[src/rtl/double_bank_tdm_calendar_top_defines.svh]
// ----------------------------------------------------------------------------
// double_bank_tdm_calendar_top_defines
// Assertion macros used by the calendar top.
// ----------------------------------------------------------------------------
`ifndef DOUBLE_BANK_TDM_CALENDAR_TOP_DEFINES_SVH
`define DOUBLE_BANK_TDM_CALENDAR_TOP_DEFINES_SVH

// same-cycle implication, sampled on clk, off while in reset
`define DBTC_ASSERT_IMP(lbl, ante, cons, msg) \
	lbl: assert property (@(posedge clk) disable iff (!arst_n) (ante) |-> (cons)) \
		else $error(msg);

// next-cycle implication, sampled on clk, off while in reset
`define DBTC_ASSERT_NXT(lbl, ante, cons, msg) \
	lbl: assert property (@(posedge clk) disable iff (!arst_n) (ante) |=> (cons)) \
		else $error(msg);

`endif

[src/rtl/dbtc_pkg.sv]
// ----------------------------------------------------------------------------
// dbtc_pkg
// Entry layout, item kinds and memory control shared by the calendar RTL.
// ----------------------------------------------------------------------------
`default_nettype none

package dbtc_pkg;

	typedef enum logic [1:0] {
		KIND_LOAD   = 2'd0,
		KIND_REPLAY = 2'd1,
		KIND_SELECT = 2'd2,
		KIND_UNUSED = 2'd3
	} kind_t;

	// bit 12 valid, 11..9 input port, 8..4 output mask, 3..0 opcode
	typedef struct packed {
		logic       valid;
		logic [2:0] in_port;
		logic [4:0] out_mask;
		logic [3:0] opcode;
	} entry_t;

	typedef struct packed {
		logic wr;
		logic rd;
	} mem_ctl_t;

	localparam logic STATUS_OK     = 1'b0;
	localparam logic STATUS_REJECT = 1'b1;

endpackage

`default_nettype wire

[src/rtl/dbtc_cal_mem.sv]
// ----------------------------------------------------------------------------
// dbtc_cal_mem
// Calendar entry store: one write port, one registered read port, and a
// clearing sweep over every entry after reset.
// ----------------------------------------------------------------------------
`default_nettype none

module dbtc_cal_mem #(
	parameter int DEPTH = 128
) (
	input  wire                         clk,
	input  wire                         arst_n,
	input  dbtc_pkg::mem_ctl_t          ctl,
	input  wire  [$clog2(DEPTH)-1:0]    wr_addr,
	input  dbtc_pkg::entry_t            wr_data,
	input  wire  [$clog2(DEPTH)-1:0]    rd_addr,
	output dbtc_pkg::entry_t            rd_data,
	output logic                        busy
);

	localparam int AW = $clog2(DEPTH);

	dbtc_pkg::entry_t mem [DEPTH];
	dbtc_pkg::entry_t rd_q;
	logic             clr_q;
	logic [AW-1:0]    clr_idx_q;

	always_ff @(posedge clk or negedge arst_n) begin
		if (!arst_n) begin
			clr_q     <= 1'b1;
			clr_idx_q <= '0;
		end else if (clr_q) begin
			if (clr_idx_q == AW'(DEPTH - 1)) begin
				clr_q <= 1'b0;
			end
			clr_idx_q <= clr_idx_q + 1'b1;
		end
	end

	always_ff @(posedge clk) begin
		if (clr_q) begin
			mem[clr_idx_q] <= '0;
		end else if (ctl.wr) begin
			mem[wr_addr] <= wr_data;
		end
	end

	// hold read data unless a new read is issued
	always_ff @(posedge clk) begin
		if (ctl.rd) begin
			rd_q <= mem[rd_addr];
		end
	end

	assign rd_data = rd_q;
	assign busy    = clr_q;

endmodule

`default_nettype wire

[src/rtl/double_bank_tdm_calendar_top.sv]
// ----------------------------------------------------------------------------
// double_bank_tdm_calendar_top
// Two-bank time-division calendar: loads entries, replays the entry for a
// cycle from the active bank, and switches the active bank.
// ----------------------------------------------------------------------------
//
//  channel | handshake              | payload
//  --------+------------------------+-------------------------------------------
//  input   | in_valid / in_stall    | kind bank slot cycle entry_valid
//          |                        | entry_in_port entry_out_mask entry_opcode
//  output  | out_valid / out_stall  | status hit out_in_port out_mask
//          |                        | out_opcode
//
// One word in and one word out per cycle while in_stall and out_stall are low:
// two stages reduce the cycle modulo SLOTS by a reciprocal multiply, the third
// is the memory access (write for a load, registered read for a replay).
// After reset the store clears all 2*SLOTS entries with in_stall high.
// out_stall holds the output word; stages behind it keep filling bubbles.
// ----------------------------------------------------------------------------
`default_nettype none

module double_bank_tdm_calendar_top #(
	parameter int SLOTS = 64,
	parameter int PORTS = 5
) (
	input  wire         clk,
	input  wire         arst_n,
	input  wire         in_valid,
	output logic        in_stall,
	input  wire  [1:0]  kind,
	input  wire         bank,
	input  wire  [9:0]  slot,
	input  wire  [31:0] cycle,
	input  wire         entry_valid,
	input  wire  [2:0]  entry_in_port,
	input  wire  [4:0]  entry_out_mask,
	input  wire  [3:0]  entry_opcode,
	output logic        out_valid,
	input  wire         out_stall,
	output logic        status,
	output logic        hit,
	output logic [2:0]  out_in_port,
	output logic [4:0]  out_mask,
	output logic [3:0]  out_opcode
);

	localparam int          DEPTH = 2 * SLOTS;
	localparam int          AW    = $clog2(DEPTH);
	localparam int          RW    = $clog2(DEPTH) + 1;
	localparam logic [31:0] RECIP = 32'(64'h0000_0000_FFFF_FFFF / SLOTS);

	// stage valids and advance enables
	logic v1_q, v2_q, v3_q;
	logic en1, en2, en3;
	logic mem_busy;

	// input decode
	dbtc_pkg::kind_t  kind_in;
	logic             slot_ok, port_ok, reject_in;
	dbtc_pkg::entry_t word_in;
	logic [AW-1:0]    waddr_in;

	// stage payloads
	dbtc_pkg::kind_t  kind_s1, kind_s2, kind_s3;
	logic             bank_s1, bank_s2;
	logic             reject_s1, reject_s2, status_s3;
	dbtc_pkg::entry_t word_s1, word_s2;
	logic [AW-1:0]    waddr_s1, waddr_s2;
	logic [31:0]      cycle_s1;
	logic [63:0]      prod_s1;
	logic [RW-1:0]    rem_s2;

	// memory stage
	logic [RW-1:0]      idx;
	logic [AW-1:0]      raddr;
	dbtc_pkg::mem_ctl_t mem_ctl;
	dbtc_pkg::entry_t   rd_word;
	logic               sel_bank_q;
	logic               replay_s3;
	logic               ok_s3, load_s3;

	assign en3      = !v3_q || !out_stall;
	assign en2      = !v2_q || en3;
	assign en1      = !v1_q || en2;
	assign in_stall = !en1 || mem_busy;

	assign kind_in   = dbtc_pkg::kind_t'(kind);
	assign slot_ok   = {1'b0, slot} < 11'(SLOTS);
	assign port_ok   = {1'b0, entry_in_port} < 4'(PORTS);
	assign reject_in = (kind_in == dbtc_pkg::KIND_LOAD) && (!slot_ok || (entry_valid && !port_ok));
	assign waddr_in  = bank ? AW'(slot) + AW'(SLOTS) : AW'(slot);

	// a bad port packs as all zeros
	always_comb begin
		word_in = '0;
		if (port_ok) begin
			word_in.valid    = entry_valid;
			word_in.in_port  = entry_in_port;
			word_in.out_mask = entry_out_mask;
			word_in.opcode   = entry_opcode;
		end
	end

	always_ff @(posedge clk or negedge arst_n) begin
		if (!arst_n) begin
			v1_q       <= 1'b0;
			v2_q       <= 1'b0;
			v3_q       <= 1'b0;
			sel_bank_q <= 1'b0;
		end else begin
			if (en1) begin
				v1_q <= in_valid && !mem_busy;
			end
			if (en2) begin
				v2_q <= v1_q;
			end
			if (en3) begin
				v3_q <= v2_q;
				if (v2_q && kind_s2 == dbtc_pkg::KIND_SELECT) begin
					sel_bank_q <= bank_s2;
				end
			end
		end
	end

	always_ff @(posedge clk) begin
		if (en1) begin
			kind_s1   <= kind_in;
			bank_s1   <= bank;
			reject_s1 <= reject_in;
			word_s1   <= word_in;
			waddr_s1  <= waddr_in;
			cycle_s1  <= cycle;
			prod_s1   <= 64'(cycle) * 64'(RECIP);
		end
		if (en2) begin
			kind_s2   <= kind_s1;
			bank_s2   <= bank_s1;
			reject_s2 <= reject_s1;
			word_s2   <= word_s1;
			waddr_s2  <= waddr_s1;
			// quotient estimate is low by at most one, so this is below 2*SLOTS
			rem_s2    <= RW'(cycle_s1 - prod_s1[63:32] * 32'(SLOTS));
		end
		if (en3) begin
			kind_s3   <= kind_s2;
			status_s3 <= reject_s2 ? dbtc_pkg::STATUS_REJECT : dbtc_pkg::STATUS_OK;
		end
	end

	assign idx   = (rem_s2 >= RW'(SLOTS)) ? rem_s2 - RW'(SLOTS) : rem_s2;
	assign raddr = sel_bank_q ? AW'(idx) + AW'(SLOTS) : AW'(idx);

	assign mem_ctl.wr = en3 && v2_q && (kind_s2 == dbtc_pkg::KIND_LOAD) && !reject_s2;
	assign mem_ctl.rd = en3 && v2_q && (kind_s2 == dbtc_pkg::KIND_REPLAY);

	dbtc_cal_mem #(
		.DEPTH (DEPTH)
	) u_mem (
		.clk     (clk),
		.arst_n  (arst_n),
		.ctl     (mem_ctl),
		.wr_addr (waddr_s2),
		.wr_data (word_s2),
		.rd_addr (raddr),
		.rd_data (rd_word),
		.busy    (mem_busy)
	);

	assign replay_s3   = kind_s3 == dbtc_pkg::KIND_REPLAY;
	assign load_s3     = kind_s3 == dbtc_pkg::KIND_LOAD;
	assign ok_s3       = status_s3 == dbtc_pkg::STATUS_OK;
	assign out_valid   = v3_q;
	assign status      = status_s3;
	assign hit         = replay_s3 && rd_word.valid && ({1'b0, rd_word.in_port} < 4'(PORTS));
	assign out_in_port = replay_s3 ? rd_word.in_port : '0;
	assign out_mask    = replay_s3 ? rd_word.out_mask : '0;
	assign out_opcode  = replay_s3 ? rd_word.opcode : '0;

`include "double_bank_tdm_calendar_top_defines.svh"

	`DBTC_ASSERT_IMP(a_clear_blocks_input, mem_busy, in_stall && !v1_q && !v2_q, "busy leak")
	`DBTC_ASSERT_IMP(a_hit_only_on_replay, out_valid && hit, replay_s3 && ok_s3, "stray hit")
	`DBTC_ASSERT_IMP(a_reject_only_on_load, out_valid && !ok_s3, load_s3 && !hit, "stray reject")
	`DBTC_ASSERT_NXT(a_s2_holds, v2_q && !en3, v2_q && $stable(rem_s2), "stage two lost")

endmodule

`default_nettype wire

[config.mk]
export PLATFORM = sky130hd
export DESIGN_NAME = double_bank_tdm_calendar_top
export DESIGN_NICKNAME = d
export VERILOG_FILES = /design/src/rtl/dbtc_pkg.sv /design/src/rtl/dbtc_cal_mem.sv /design/src/rtl/double_bank_tdm_calendar_top.sv
export VERILOG_INCLUDE_DIRS = /design/src /design/src/rtl
export SDC_FILE = /design/constraint.sdc
export NUM_CORES = 2
export LEC_CHECK = 0
export ABC_CLOCK_PERIOD_IN_PS = 4300
export BUFFER_PORTS_ARGS = -buffer_cell sky130_fd_sc_hd__buf_2
export CORE_ASPECT_RATIO = 0.9
export CORE_MARGIN = 4
export CORE_UTILIZATION = 37
export CTS_CLUSTER_DIAMETER = 150
export CTS_CLUSTER_SIZE = 25
export DETAILED_ROUTE_END_ITERATION = 16
export HOLD_SLACK_MARGIN = 0.05
export PLACE_DENSITY = 0.54
export RECOVER_POWER = 50
export SLEW_MARGIN = 20
export SYNTH_ARGS = -nofsm -noshare
export SYNTH_HDL_FRONTEND = slang
export SYNTH_SLANG_ARGS = --single-unit
[constraint.sdc]
create_clock -name clk -period 4.3 [get_ports clk]
set_input_delay 1.075 -clock clk [delete_from_list [all_inputs] [get_ports clk]]
set_output_delay 1.075 -clock clk [all_outputs]
set_load 0.02 [all_outputs]
==> metrics.md <==
| Metric | Value |
|---|---|
| Yosys reg bits | `1758` |
| FF-to-FF Start | `kind_s2[1]` |
| Hold-fix buffers, CTS | `0` |
| Post-route DRC | `0` |
| Final Cell Area | `85000 um^2` |
| Nets@finish | `4472` |
| Post-place setup slack | `-2.55 ns` |
| Outcome | `complete, but fails checks` |
| FILL cells | `17.8k` |
| Clk slew on worst S/H paths | `0.10 ns` |
| Crit Path Max Fanout | `4` |
| # clock sinks | `1758` |
| Die area | `213000 um^2` |
| CP Class | `in -> reg` |
| Max-cap violation count | `2` |
| # setup viols final | `2` |
| CTS tree | `done` |
| Clock Path Buffers | `3` |
| Die Ht | `438 um` |
| Synth Net Count | `4082` |
| Sequential cell area | `52700 um^2` |
| VDD IR max | `2.36 mV` |
| CTS Root Cell | `clkbuf_16` |
| Critical Path End | `prod_s1[33]` |
| Post-synth EDFFs | `1746` |
| Htree depth | `3` |
| Post-Syn Area | `75900 um^2` |
| Failing checks | `capacitance limit, slew limit, setup timing` |
| Ys Warns | `0` |
| FP Rows | `157` |
| Largest net degree at the start of global routing | `111` |
| DRC violation total after the first TritonRoute iteration | `3476` |
| Starting Density | `0.373` |
| Wire length per cell | `27.7 um` |
| RSZ-0062 raised after global routing | `true` |
| Skew-Pair Late Insertion Delay | `0.72 ns` |
| Overall Power | `54.9 mW` |
| Synth Instances | `3641` |
| Final Critical Period | `5.85 ns` |
| Clock Skews | `0.0345 ns` |
| Distinct cells, synth | `50` |
| First-pass GRT wire length | `272000 um` |
| Critical Path Source | `cycle[15]` |
| Slew headroom | `-0.451` |
| Vias/cell | `5.24` |
| Startpoint types | `input port` |
| Endpoints failing hold | `0` |
| DP Area | `82800 um^2` |
| Post-layout util | `0.417` |
| GPL Wtd Cong | `0.858` |
| Initial DRT Pass Iterations | `5` |
| DR vias | `35.4k` |
| Min-delay worst type | `reg -> reg` |
| Synthesized area per cell | `20.9 um^2` |
| Final count of pins violating max slew | `70` |
| Initial antenna violation count | `5` |
| Layout cells sized above 1 | `0.280` |
| FF-to-FF path depth | `5` |
| Pleak | `31.3 nW` |
| CTS Buf Count | `80` |
| Worst Max-Slew Pin Slew | `2.18 ns` |
| Power Dens Cells | `647 nW/um^2` |
| Prevailing post-synth register cell | `edfxtp_1` |
| Final worst slack | `-1.55 ns` |
| Setup TNS | `-3.07 ns` |
| Fmax | `171 MHz` |
| Crit path DAT | `6.31 ns` |
| Fraction of the yosys area taken by sequential cells | `0.694` |
| Number of routed nets with antenna violations | `0` |
| FFs w/ async S/R, synth | `0.00683` |
| GRT Util Overall | `0.176` |
| GR Overflow Total | `0` |
| Synth-to-Final Area Change | `11.9%` |
| Fin crit share | `1.36` |
| Vias in the first global route | `37.0k` |
| Req. time, crit path | `4.77 ns` |
| CP Capture Type | `register` |
| Io pins | `78` |
| Multi-input gate area | `21400 um^2` |
| HPWL Detailed | `124000 um` |
| Reg-to-reg endpoint | `u_mem.mem[32][6]` |
| Number of I/O port buffers | `77` |
| CORE AREA | `204000 um^2` |
| Die width | `486 um` |
| Routed WL | `187000 um` |
| Reg-to-reg setup timing slack | `0.12 ns` |
what timing repair did:
action	in CTS	in global routing
resized for setup	88	2
buffers inserted	10	0
pin swaps	55	3
setup endpoints to repair	2	2
cell families after synthesis:
group / after synthesis / share of synthesized area
muxes: 524 / 0.155
and+or+nand+nor: 293 / 0.0182
AOI/OAI and AO/OA: 107 / 0.00901
xor gates and xnor gates: 48 / 0.00554
buffers and inverters: 532 / 0.0276
DFF: 1758 / 0.694
adders and majority gates: 379 / 0.0904
synth_stat cells (all sizes together), types with 3 or more instances:
| library cell | n | area share |
|---|---|---|
| and2 | 36 | 0.0030 |
| clkbuf | 71 | 0.0035 |
| o21a | 3 | 0.00030 |
| xnor2 | 37 | 0.0043 |
| nand3 | 12 | 0.00079 |
| fa | 283 | 0.075 |
| nand4 | 7 | 0.00058 |
| xor2 | 11 | 0.0013 |
| o21ai | 13 | 0.00086 |
| nor2 | 138 | 0.0068 |
| nand2b | 10 | 0.00082 |
| mux4 | 520 | 0.15 |
| dfrtp | 11 | 0.0036 |
| inv | 383 | 0.019 |
| a221oi | 3 | 0.00035 |
| or2 | 8 | 0.00066 |
| nor2b | 6 | 0.00049 |
| ha | 96 | 0.016 |
| a21oi | 14 | 0.00092 |
| buf | 78 | 0.0051 |
| nand3b | 5 | 0.00049 |
| nor4 | 14 | 0.0012 |
| a21o | 8 | 0.00079 |
| nand2 | 44 | 0.0022 |
| mux2 | 3 | 0.00044 |
| edfxtp | 1746 | 0.69 |
| nor3 | 7 | 0.00061 |
| o22ai | 54 | 0.0044 |
state kept, by name, indices dropped and copies added (netlist names), 7 cells and up:
register,flops
waddr_s2,7
waddr_s1,7
u_mem.rd_data,13
u_mem.clr_idx_q,7
u_mem.mem,1664
cycle_s1,8
word_s1,13
rem_s2,8
word_s2,13
cell usage in the layout (no fill, tap or decap), types with 37 or more instances in the layout:
cell / count
buf_12: 44
buf_2: 53
buf_4: 302
clkbuf_16: 82
edfxtp_1: 1746
fa_1: 251
ha_1: 86
inv_1: 363
mux4_2: 520
nand2_1: 44
nor2_1: 137
o22ai_1: 54
xnor2_1: 37
critical path, cell delays in order:
cell and delay, ns:
buf_4 0.14, fa_1 0.53, buf_4 0.17, fa_2 0.62, fa_1 0.47, fa_1 0.58, fa_2 0.44, fa_1 0.49
inv_1 0.05, fa_1 0.47, inv_1 0.04, ha_1 0.26, nand2_1 0.10, o21ai_1 0.09, a221oi_2 0.38, o311ai_4 0.17
a21oi_2 0.15, xnor2_1 0.07
report_power, final:
part / switching (mW) / leakage, nW / internal, mW / total (mW)
Combinational: 14.5 / 11.3 / 12.5 / 27.1
Sequential: 0.0720 / 18.9 / 19.1 / 19.2
Clock: 5.14 / 1.07 / 3.52 / 8.66
Total: 19.8 / 31.3 / 35.2 / 54.9
layer usage:
metal	global-route usage	routed length (um)	up-vias
met2	0.288	91500	862
li1	-	-	14900
met3	0.0179	8170	140
met1	0.257	83000	19400
met4	0.0446	4520	2
met5	0	7	-
layout make-up:
cell class                      instances  area share
Clock buffer                           95      0.0247
Timing Repair Buffer                  457      0.0447
Tap cell                             2703      0.0398
Antenna cell                            2   0.0000589
Sequential cell                      1758       0.621
Multi-Input combinational cell       1351       0.252
Inverter                              383      0.0170
Clock inverter                          6     0.00115
how the worst min path moves through the flow:
| stage | start | endpoint | slack (ns) | depth (start not counted) |
|---|---|---|---|---|
| floorplan | bank_s1 | bank_s2 | 0.40 | 0 |
| global placement | cycle_s1[0] | rem_s2[0] | 0.40 | 0 |
| detailed placement | waddr_s1[3] | waddr_s2[3] | 0.40 | 0 |
| CTS | arst_n | sel_bank_q | 0.21 | 1 |
| global route | waddr_s1[3] | waddr_s2[3] | 0.43 | 0 |
| finish | word_s1[10] | word_s2[10] | 0.43 | 0 |
metrics by stage:
step / hold WS [ns] / std cells
global route: 0.433 / 6754
global placement: 0.402 / 6642
CTS: 0.213 / 6753
floorplan: 0.400 / 3641
finish: 0.428 / 6755
detailed placement: 0.405 / 6642
No activity file was read; power rests on OpenSTA's default activity.
